===== src/hdl/csalu_pkg.sv =====
// Shared types and constants for the checked signed ALU with power.
// Used by csalu_core and by the top level; depends on nothing.
package csalu_pkg;

	// Datapath widths.
	localparam int DATA_W = 64;
	localparam int HALF_W = 32;
	localparam int ACC_W  = 97;
	localparam int EXT_W  = ACC_W - DATA_W;
	localparam int EXP_W  = 6;

	// Operation codes.
	localparam logic [2:0] OP_ADD = 3'd0;
	localparam logic [2:0] OP_SUB = 3'd1;
	localparam logic [2:0] OP_MUL = 3'd2;
	localparam logic [2:0] OP_DIV = 3'd3;
	localparam logic [2:0] OP_POW = 3'd4;

	// Value constants.
	localparam logic [DATA_W-1:0] MOST_NEG = {1'b1, {(DATA_W-1){1'b0}}};
	localparam logic [DATA_W-1:0] VAL_ZERO = '0;
	localparam logic [DATA_W-1:0] VAL_ONE  = {{(DATA_W-1){1'b0}}, 1'b1};
	localparam logic [DATA_W-1:0] VAL_MONE = '1;
	localparam logic [DATA_W-1:0] MAX_EXP  = 64'd62;
	localparam logic [2:0]        EXP_TOP  = 3'd5;

	// Sequencer states.
	typedef enum logic [3:0] {
		ST_IDLE,
		ST_MAGA,
		ST_MAGB,
		ST_ADD,
		ST_MUL,
		ST_DIV,
		ST_POW,
		ST_SIGN,
		ST_DONE
	} state_t;

	// Requests from the top level to the core.
	typedef struct packed {
		logic start;
		logic take;
	} core_req_t;

	// Status from the core to the top level.
	typedef struct packed {
		logic idle;
		logic done;
	} core_sts_t;

endpackage


===== src/hdl/checked_signed_alu_with_power_unit.sv =====
// Top level of the checked signed ALU with power: handshakes and result register.
// Depends on csalu_pkg and csalu_core.
//
//   channel | valid     | stall     | payload
//   --------+-----------+-----------+-----------------------------------
//   input   | in_valid  | in_stall  | opcode, operand_a, operand_b
//   output  | out_valid | out_stall | value, fault
//
// Each operation is stepped by the sequencer through the shared adder and the 32x32
// multiplier; divide runs one quotient bit per cycle. The input stalls while the core
// holds a word; a finished word waits in the core until the output register is free,
// and the next input is taken once it has moved there.
// Reset is asynchronous and clears the sequencer and the output valid flag.
module checked_signed_alu_with_power_unit (
	input  logic                                clk,
	input  logic                                arst_n,
	input  logic                                in_valid,
	output logic                                in_stall,
	input  logic [2:0]                          opcode,
	input  logic signed [csalu_pkg::DATA_W-1:0] operand_a,
	input  logic signed [csalu_pkg::DATA_W-1:0] operand_b,
	output logic                                out_valid,
	input  logic                                out_stall,
	output logic signed [csalu_pkg::DATA_W-1:0] value,
	output logic                                fault
);

	csalu_pkg::core_req_t         req;
	csalu_pkg::core_sts_t         sts;
	logic [csalu_pkg::DATA_W-1:0] core_value;
	logic                         core_fault;
	logic                         out_valid_q;
	logic [csalu_pkg::DATA_W-1:0] value_q;
	logic                         fault_q;

	// A new word starts only when the core is idle; a result moves out when the register frees.
	assign in_stall  = !sts.idle;
	assign req.start = in_valid && !in_stall;
	assign req.take  = sts.done && (!out_valid_q || !out_stall);

	csalu_core u_core (
		.clk       (clk),
		.arst_n    (arst_n),
		.req       (req),
		.opcode    (opcode),
		.operand_a (operand_a),
		.operand_b (operand_b),
		.sts       (sts),
		.value     (core_value),
		.fault     (core_fault)
	);

	// Output valid flag.
	always_ff @(posedge clk or negedge arst_n) begin
		if (!arst_n) begin
			out_valid_q <= 1'b0;
		end else if (req.take) begin
			out_valid_q <= 1'b1;
		end else if (!out_stall) begin
			out_valid_q <= 1'b0;
		end
	end

	// Output payload register.
	always_ff @(posedge clk) begin
		if (req.take) begin
			value_q <= core_value;
			fault_q <= core_fault;
		end
	end

	assign out_valid = out_valid_q;
	assign value     = value_q;
	assign fault     = fault_q;

endmodule


===== src/hdl/csalu_core.sv =====
// Sequencer and shared datapath: one 97-bit adder and one 32x32 multiplier.
// Computes one result word at a time; depends on csalu_pkg.
module csalu_core (
	input  logic                         clk,
	input  logic                         arst_n,
	input  csalu_pkg::core_req_t         req,
	input  logic [2:0]                   opcode,
	input  logic [csalu_pkg::DATA_W-1:0] operand_a,
	input  logic [csalu_pkg::DATA_W-1:0] operand_b,
	output csalu_pkg::core_sts_t         sts,
	output logic [csalu_pkg::DATA_W-1:0] value,
	output logic                         fault
);

	csalu_pkg::state_t state_q, state_d;

	logic [2:0]                   op_q;
	logic [csalu_pkg::DATA_W-1:0] a_q, b_q, res_q;
	logic                         neg_q, fault_q;
	logic [csalu_pkg::DATA_W-1:0] mx_q, my_q, pp_q;
	logic [csalu_pkg::ACC_W-1:0]  acc_q;
	logic [2:0]                   mstep_q;
	logic [csalu_pkg::DATA_W-1:0] rem_q, quo_q;
	logic [5:0]                   cnt_q;
	logic [2:0]                   ebit_q;
	logic                         half_q, last_q;

	logic [csalu_pkg::ACC_W-1:0]  add_x, add_y, add_sum;
	logic                         add_cin;
	logic [csalu_pkg::HALF_W-1:0] mul_x, mul_y;
	logic [csalu_pkg::DATA_W-1:0] mul_p;
	logic                         mul_ovf;
	logic [csalu_pkg::DATA_W-1:0] div_shift;
	logic                         div_ge;
	logic                         add_ok;
	logic [csalu_pkg::DATA_W-1:0] abs_b;
	logic [csalu_pkg::EXP_W-1:0]  exp_bits;
	logic [csalu_pkg::ACC_W-1:0]  sext_a, sext_b;

	logic                         in_min;
	logic                         pre_fault, pre_neg;
	logic [csalu_pkg::DATA_W-1:0] pre_res;
	csalu_pkg::state_t            pre_next;

	// The shared adder serves negation, add and subtract, accumulation and trial subtraction.
	assign add_sum = add_x + add_y + {{(csalu_pkg::ACC_W-1){1'b0}}, add_cin};

	// One quarter of the 63 by 63 bit product per cycle.
	always_comb begin
		case (mstep_q)
			3'd0: begin
				mul_x = mx_q[csalu_pkg::HALF_W-1:0];
				mul_y = my_q[csalu_pkg::HALF_W-1:0];
			end
			3'd1: begin
				mul_x = mx_q[csalu_pkg::HALF_W-1:0];
				mul_y = my_q[csalu_pkg::DATA_W-1:csalu_pkg::HALF_W];
			end
			3'd2: begin
				mul_x = mx_q[csalu_pkg::DATA_W-1:csalu_pkg::HALF_W];
				mul_y = my_q[csalu_pkg::HALF_W-1:0];
			end
			default: begin
				mul_x = mx_q[csalu_pkg::DATA_W-1:csalu_pkg::HALF_W];
				mul_y = my_q[csalu_pkg::DATA_W-1:csalu_pkg::HALF_W];
			end
		endcase
	end
	assign mul_p = mul_x * mul_y;

	// The product overflows when the high partial product or any bit above the range is set.
	assign mul_ovf = (pp_q != '0) || (acc_q[csalu_pkg::ACC_W-1:csalu_pkg::DATA_W-1] != '0);

	// Restoring division: shift in the next dividend bit and try to subtract.
	assign div_shift = {rem_q[csalu_pkg::DATA_W-2:0], quo_q[csalu_pkg::DATA_W-1]};
	assign div_ge    = !add_sum[csalu_pkg::ACC_W-1];

	// Signed add result must stay within the symmetric range.
	assign add_ok = ((add_sum[csalu_pkg::ACC_W-1:csalu_pkg::DATA_W-1] == '0) ||
		(&add_sum[csalu_pkg::ACC_W-1:csalu_pkg::DATA_W-1])) &&
		(add_sum[csalu_pkg::DATA_W-1:0] != csalu_pkg::MOST_NEG);

	assign sext_a   = {{csalu_pkg::EXT_W{a_q[csalu_pkg::DATA_W-1]}}, a_q};
	assign sext_b   = {{csalu_pkg::EXT_W{b_q[csalu_pkg::DATA_W-1]}}, b_q};
	assign abs_b    = b_q[csalu_pkg::DATA_W-1] ? add_sum[csalu_pkg::DATA_W-1:0] : b_q;
	assign exp_bits = b_q[csalu_pkg::EXP_W-1:0];

	// Decode of a new word: out-of-range operands, divide by zero, bad codes and the power special cases.
	assign in_min = (operand_a == csalu_pkg::MOST_NEG) || (operand_b == csalu_pkg::MOST_NEG);

	always_comb begin
		pre_fault = 1'b0;
		pre_neg   = 1'b0;
		pre_res   = csalu_pkg::VAL_ZERO;
		pre_next  = csalu_pkg::ST_DONE;
		if (in_min) begin
			pre_fault = 1'b1;
		end else begin
			case (opcode)
				csalu_pkg::OP_ADD, csalu_pkg::OP_SUB: begin
					pre_next = csalu_pkg::ST_ADD;
				end
				csalu_pkg::OP_MUL: begin
					pre_neg  = operand_a[csalu_pkg::DATA_W-1] ^ operand_b[csalu_pkg::DATA_W-1];
					pre_next = csalu_pkg::ST_MAGA;
				end
				csalu_pkg::OP_DIV: begin
					if (operand_b == csalu_pkg::VAL_ZERO) begin
						pre_fault = 1'b1;
					end else begin
						pre_neg  = operand_a[csalu_pkg::DATA_W-1] ^ operand_b[csalu_pkg::DATA_W-1];
						pre_next = csalu_pkg::ST_MAGA;
					end
				end
				csalu_pkg::OP_POW: begin
					if (operand_a == csalu_pkg::VAL_ZERO && operand_b == csalu_pkg::VAL_ZERO) begin
						pre_fault = 1'b1;
					end else if (operand_b[csalu_pkg::DATA_W-1]) begin
						pre_res = csalu_pkg::VAL_ZERO;
					end else if (operand_b == csalu_pkg::VAL_ZERO) begin
						pre_res = csalu_pkg::VAL_ONE;
					end else if (operand_a == csalu_pkg::VAL_ZERO) begin
						pre_res = csalu_pkg::VAL_ZERO;
					end else if (operand_a == csalu_pkg::VAL_ONE) begin
						pre_res = csalu_pkg::VAL_ONE;
					end else if (operand_a == csalu_pkg::VAL_MONE) begin
						pre_res = operand_b[0] ? csalu_pkg::VAL_MONE : csalu_pkg::VAL_ONE;
					end else if (operand_b > csalu_pkg::MAX_EXP) begin
						pre_fault = 1'b1;
					end else begin
						pre_neg  = operand_a[csalu_pkg::DATA_W-1] & operand_b[0];
						pre_res  = csalu_pkg::VAL_ONE;
						pre_next = csalu_pkg::ST_MAGA;
					end
				end
				default: begin
					pre_fault = 1'b1;
				end
			endcase
		end
	end

	// State register.
	always_ff @(posedge clk or negedge arst_n) begin
		if (!arst_n) begin
			state_q <= csalu_pkg::ST_IDLE;
		end else begin
			state_q <= state_d;
		end
	end

	// Next state and adder operand selection.
	always_comb begin
		state_d = state_q;
		add_x   = '0;
		add_y   = '0;
		add_cin = 1'b0;
		case (state_q)
			csalu_pkg::ST_IDLE: begin
				if (req.start) begin
					state_d = pre_next;
				end
			end
			csalu_pkg::ST_MAGA: begin
				add_y   = ~{{csalu_pkg::EXT_W{1'b0}}, a_q};
				add_cin = 1'b1;
				state_d = (op_q == csalu_pkg::OP_POW) ? csalu_pkg::ST_POW : csalu_pkg::ST_MAGB;
			end
			csalu_pkg::ST_MAGB: begin
				add_y   = ~{{csalu_pkg::EXT_W{1'b0}}, b_q};
				add_cin = 1'b1;
				state_d = (op_q == csalu_pkg::OP_MUL) ? csalu_pkg::ST_MUL : csalu_pkg::ST_DIV;
			end
			csalu_pkg::ST_ADD: begin
				add_x   = sext_a;
				add_y   = (op_q == csalu_pkg::OP_SUB) ? ~sext_b : sext_b;
				add_cin = (op_q == csalu_pkg::OP_SUB);
				state_d = csalu_pkg::ST_DONE;
			end
			csalu_pkg::ST_MUL: begin
				add_x = acc_q;
				if (mstep_q == 3'd1) begin
					add_y = {{csalu_pkg::EXT_W{1'b0}}, pp_q};
				end else if (mstep_q == 3'd2 || mstep_q == 3'd3) begin
					add_y = {{csalu_pkg::EXT_W{1'b0}}, pp_q} << csalu_pkg::HALF_W;
				end
				if (mstep_q == 3'd4) begin
					if (mul_ovf) begin
						state_d = csalu_pkg::ST_DONE;
					end else if (op_q == csalu_pkg::OP_POW) begin
						state_d = csalu_pkg::ST_POW;
					end else begin
						state_d = csalu_pkg::ST_SIGN;
					end
				end
			end
			csalu_pkg::ST_DIV: begin
				add_x   = {{csalu_pkg::EXT_W{1'b0}}, div_shift};
				add_y   = ~{{csalu_pkg::EXT_W{1'b0}}, b_q};
				add_cin = 1'b1;
				if (cnt_q == 6'd63) begin
					state_d = csalu_pkg::ST_SIGN;
				end
			end
			csalu_pkg::ST_POW: begin
				if (!half_q) begin
					state_d = last_q ? csalu_pkg::ST_SIGN : csalu_pkg::ST_MUL;
				end else if (exp_bits[ebit_q]) begin
					state_d = csalu_pkg::ST_MUL;
				end
			end
			csalu_pkg::ST_SIGN: begin
				add_y   = ~{{csalu_pkg::EXT_W{1'b0}}, res_q};
				add_cin = 1'b1;
				state_d = csalu_pkg::ST_DONE;
			end
			csalu_pkg::ST_DONE: begin
				if (req.take) begin
					state_d = csalu_pkg::ST_IDLE;
				end
			end
			default: begin
				state_d = csalu_pkg::ST_IDLE;
			end
		endcase
	end

	// Datapath registers, loaded under control of the sequencer.
	always_ff @(posedge clk) begin
		case (state_q)
			csalu_pkg::ST_IDLE: begin
				if (req.start) begin
					op_q    <= opcode;
					a_q     <= operand_a;
					b_q     <= operand_b;
					fault_q <= pre_fault;
					res_q   <= pre_res;
					neg_q   <= pre_neg;
					ebit_q  <= csalu_pkg::EXP_TOP;
					half_q  <= 1'b0;
					last_q  <= 1'b0;
				end
			end
			csalu_pkg::ST_MAGA: begin
				if (a_q[csalu_pkg::DATA_W-1]) begin
					a_q <= add_sum[csalu_pkg::DATA_W-1:0];
				end
			end
			csalu_pkg::ST_MAGB: begin
				b_q     <= abs_b;
				mx_q    <= a_q;
				my_q    <= abs_b;
				mstep_q <= 3'd0;
				acc_q   <= '0;
				rem_q   <= '0;
				quo_q   <= a_q;
				cnt_q   <= '0;
			end
			csalu_pkg::ST_ADD: begin
				res_q   <= add_sum[csalu_pkg::DATA_W-1:0];
				fault_q <= !add_ok;
			end
			csalu_pkg::ST_MUL: begin
				pp_q    <= mul_p;
				mstep_q <= mstep_q + 3'd1;
				if (mstep_q == 3'd1 || mstep_q == 3'd2 || mstep_q == 3'd3) begin
					acc_q <= add_sum;
				end
				if (mstep_q == 3'd4) begin
					if (mul_ovf) begin
						fault_q <= 1'b1;
					end else begin
						res_q <= acc_q[csalu_pkg::DATA_W-1:0];
					end
				end
			end
			csalu_pkg::ST_DIV: begin
				rem_q <= div_ge ? add_sum[csalu_pkg::DATA_W-1:0] : div_shift;
				quo_q <= {quo_q[csalu_pkg::DATA_W-2:0], div_ge};
				cnt_q <= cnt_q + 6'd1;
				if (cnt_q == 6'd63) begin
					res_q <= {quo_q[csalu_pkg::DATA_W-2:0], div_ge};
				end
			end
			csalu_pkg::ST_POW: begin
				// Left-to-right exponentiation: square, then multiply by the base on a set bit.
				if (!half_q) begin
					if (!last_q) begin
						mx_q    <= res_q;
						my_q    <= res_q;
						mstep_q <= 3'd0;
						acc_q   <= '0;
						half_q  <= 1'b1;
					end
				end else begin
					half_q <= 1'b0;
					if (ebit_q == 3'd0) begin
						last_q <= 1'b1;
					end else begin
						ebit_q <= ebit_q - 3'd1;
					end
					if (exp_bits[ebit_q]) begin
						mx_q    <= res_q;
						my_q    <= a_q;
						mstep_q <= 3'd0;
						acc_q   <= '0;
					end
				end
			end
			csalu_pkg::ST_SIGN: begin
				if (neg_q) begin
					res_q <= add_sum[csalu_pkg::DATA_W-1:0];
				end
			end
			default: begin
			end
		endcase
	end

	// A faulting power gives one, every other fault gives zero.
	assign value = fault_q ?
		((op_q == csalu_pkg::OP_POW) ? csalu_pkg::VAL_ONE : csalu_pkg::VAL_ZERO) : res_q;
	assign fault = fault_q;

	assign sts.idle = (state_q == csalu_pkg::ST_IDLE);
	assign sts.done = (state_q == csalu_pkg::ST_DONE);

endmodule

===== config.mk =====
export PLATFORM = sky130hd
export DESIGN_NAME = checked_signed_alu_with_power_unit
export DESIGN_NICKNAME = d
export VERILOG_FILES = /design/src/hdl/csalu_pkg.sv /design/src/hdl/checked_signed_alu_with_power_unit.sv /design/src/hdl/csalu_core.sv
export SDC_FILE = /design/constraint.sdc
export NUM_CORES = 2
export LEC_CHECK = 0
export BUFFER_PORTS_ARGS = -buffer_cell sky130_fd_sc_hd__buf_2
export CAP_MARGIN = 20
export CORE_MARGIN = 3
export CORE_UTILIZATION = 35
export CTS_BUF_LIST = sky130_fd_sc_hd__clkbuf_4
export DETAILED_ROUTE_END_ITERATION = 10
export GPL_ROUTABILITY_DRIVEN = 0
export GPL_TIMING_DRIVEN = 0
export PLACE_DENSITY_LB_ADDON = 0.25
export REMOVE_ABC_BUFFERS = 1
export SYNTH_ARGS = -nofsm -noshare
export SYNTH_HDL_FRONTEND = slang
export SYNTH_HIERARCHICAL = 1
export SYNTH_SLANG_ARGS = --single-unit

===== constraint.sdc =====
create_clock -name clk -period 10.9 [get_ports clk]
set_input_delay 1.09 -clock clk [delete_from_list [all_inputs] [get_ports clk]]
set_output_delay 1.09 -clock clk [all_outputs]
set_load 0.1 [all_outputs]

==> impl_metrics.ini <==
[run_status]
status = completed

[detailed_routing]
firstDrtPassIters = 7
routedWlPerCell_um = 28.1
antenna_left = 0
drt_wl_total_mm = 312
drtIter0Drc = 8717
vias = 64900
avgViaCountPerCell = 5.85
drc = 0

[sta]
maxSlewViolCount = 0
post-route-period-util_pct = 97.6
fin_crit_ns = 10.63
final-hold-violation-count = 0
tightestPinTransition_ns = 1.29
fmax_mhz = 94.0
setup_viol = 0
slew_headroom_pct = 13.3
fin_worst_skew_ns = 0.137
rsz0062_at_grt = false

[hold_path]
holdPathStages = 1
hold_path_class = primary input to register
min_from = opcode[0]

[floorplanning]
initial_utilization_pct = 35.4
fp.coreArea_um2 = 208000
dieArea_um2 = 216000
num_io_pins = 202
die_width_um = 465
rows = 167
die_h_um = 465

[synthesis]
synth.most_common_cell = nand2_1
avgSynthCellArea_um2 = 9.14
synth_top_family_by_area = adder cells
synthSimpleGateAreaFrac_pct = 16.8
synth_ff_type = edfxtp_1
ys_async_sr_fraction_pct = 0.717
yosysSeqAreaShare_pct = 28.4
yosys.area.top_type = edfxtp_1
ys_warn_count = 6
synth_edf_count = 692
syn-cell-area_um2 = 73700
synth_common_cells = 1311 x nand2_1, 957 x nor2_1, 911 x inv_1
yosys.area_share.adder_pct = 30.6
ys_ff_latch = 697
synth_compound_area_share_pct = 12.6
synthTopCellsByArea = edfxtp_1 28%, fa_1 24%, nand2_1 6.7%
synth_cell_types = 97
muxShareOfSynthArea_pct = 2.54
synth_top_area_share_pct = 28.2
syn_inst = 8059
synth_xor_area_share_pct = 1.92

[global_route]
grt_max_degree = 85
track_usage_pct = 28.3
grt_pass1_vias = 64500
grt_pass1_wl_mm = 448
overflow = 0
antenna_found_initial = 29

[worst_setup_path]
cp_max_fo = 19
cp.arrival_ns = 11.57
crit_path_start_kind = register
r2r-end = u_core/pp_q[63]
crit_path_start = u_core/mstep_q[0]
critPathKind = register to register
crit_required_ns = 11.83
r2r_start = u_core/mstep_q[0]
cp_slowest_stage_delay_ns = 0.65
reg2regPathDepth = 33
r2r_slack_ns = 0.27
crit_path_end = u_core/pp_q[63]
crit_slowest_cell = fa_1
path_common_cell = fa_1
endpoint_kind = register

[place]
dp_hpwl_mm = 243
io_buffer_count = 201
placed_area_um2 = 80500

[clock_tree]
clockBufferDepth = 3
numCtsBuffers = 192
cts_tree = done
clock_latency_ns = 1.27
clkSinkCount = 697
clk_root_buffer_cell = clkbuf_4
htree_levels = 4
path_clk_slew_ns = 0.06

[flow_run]
drv_cap = 0

[finish]
final_nets = 9550
syn_to_final_growth_pct = 12.9
drive_above_1_share_pct = 10.4
post-route-cell-area_um2 = 83100
num-fill-cells = 20700
## logic make-up (layout without fill, tap and decap cells)
| kind of cell | Yosys count | in the layout |
|---|---|---|
| buffers and inverters | 1374 | 1606 |
| adders and majority gates | 1264 | 1264 |
| DFF | 697 | 697 |
| and+or+nand+nor | 2895 | 2895 |
| xor gates and xnor gates | 161 | 161 |
| other | 0 | 18 |
| AOI/OAI and AO/OA | 1491 | 1491 |
| muxes | 177 | 177 |
## area by class of cell
type / count / area, µm² / area share [%]
diodes: 18 / 45.0 / 0.0542
inverters: 913 / 3440 / 4.13
well taps: 2788 / 3490 / 4.20
clock inverters: 60 / 328 / 0.394
flip-flops and latches: 697 / 20900 / 25.2
clock buffers: 274 / 2060 / 2.47
multi-input cells: 5988 / 48600 / 58.4
repair buffers: 359 / 4300 / 5.18
## flip-flops by register name, indices dropped and copies added (netlist names), 63 cells and up
signal	count
u_core/pp_q	64
u_core/a_q	64
u_core/rem_q	63
u_core/quo_q	64
u_core/b_q	64
u_core/res_q	64
u_core/acc_q	97
u_core/my_q	64
u_core/mx_q	64
value	64
## metal layers
| metal | wire (µm) | track usage, % | vias up | share of wire (%) |
|---|---|---|---|---|
| li1 | - | - | 27300 | - |
| met1 | 119000 | 37.1 | 32400 | 38 |
| met2 | 131000 | 41.6 | 4422 | 42 |
| met3 | 40500 | 8.25 | 853 | 13 |
| met4 | 21200 | 16.4 | 14 | 6.8 |
| met5 | 140 | 0.357 | - | 0.045 |
## cells in the final DEF (no fill, tap or decap), types with 27 or more instances in the layout
| cell type | Yosys | routed |
|---|---|---|
| nand2_1 | 1311 | 1304 |
| nor2_1 | 957 | 951 |
| inv_1 | 911 | 910 |
| fa_1 | 898 | 898 |
| edfxtp_1 | 692 | 692 |
| a21oi_1 | 521 | 519 |
| ha_1 | 366 | 366 |
| o21ai_0 | 304 | 302 |
| clkbuf_4 | 0 | 274 |
| buf_2 | 38 | 206 |
| nor2b_1 | 202 | 201 |
| a21o_1 | 117 | 117 |
| nand4_1 | 102 | 102 |
| xnor2_1 | 97 | 97 |
| o22ai_1 | 97 | 96 |
| a211oi_1 | 80 | 80 |
| nor4_1 | 78 | 76 |
| buf_16 | 0 | 72 |
| o211ai_1 | 64 | 64 |
| xor2_1 | 63 | 63 |
| mux2_2 | 68 | 62 |
| mux2i_4 | 0 | 57 |
| buf_12 | 0 | 47 |
| nor3_1 | 51 | 47 |
| nand3_1 | 48 | 46 |
| mux2i_1 | 108 | 46 |
| o221ai_1 | 39 | 39 |
| clkinv_1 | 0 | 38 |
| and2_1 | 38 | 37 |
| a211o_1 | 36 | 35 |
| a22oi_1 | 34 | 34 |
| and3_1 | 33 | 33 |
| o21bai_1 | 28 | 28 |
| a31oi_1 | 28 | 27 |
## repair_timing
action,in CTS,in global routing
gates resized for setup,2,11
hold endpoints to repair,6,0
hold buffers,2,0
buffers inserted,3,8
setup endpoints to repair,5,6
pin swaps,0,0
## through the flow
stage                     setup TNS (ns)  util (%)  setup slack, ns  cells  hold slack (ns)
final                                  0      39.9            0.266  11100            0.113
after global routing                   0      39.9           0.0556  11100           0.0736
after CTS                              0      39.8           0.0827  11100           0.0230
after detailed placement          -0.239      38.7           -0.109  10700            0.522
after global placement                 -      36.7           -23.75  10600            0.506
after floorplan                 -2984.61         -            -6.65   7598            0.501
## how the worst min path moves through the flow
stage	to	slack [ns]
3_5_place_dp	u_core/quo_q[1]	0.52
4_1_cts	u_core/op_q[0]	0.02
6_report	u_core/op_q[0]	0.11
2_1_floorplan	u_core/quo_q[1]	0.50
3_3_place_gp	out_valid	0.51
5_1_grt	u_core/op_q[0]	0.07
## worst max-delay path: cells and delay by family, from the launching register on
family          cells  cell delay (ns)
compound gates     10             2.21
buf+inv             7             1.11
flops               1             0.41
xor+xnor            1             0.14
simple gates        4             0.92
mux                 1             0.57
fa+ha+maj          10             4.88
Power is not shown: default switching activity piles up to over one toggle a cycle in this logic, so the estimate is an artifact.
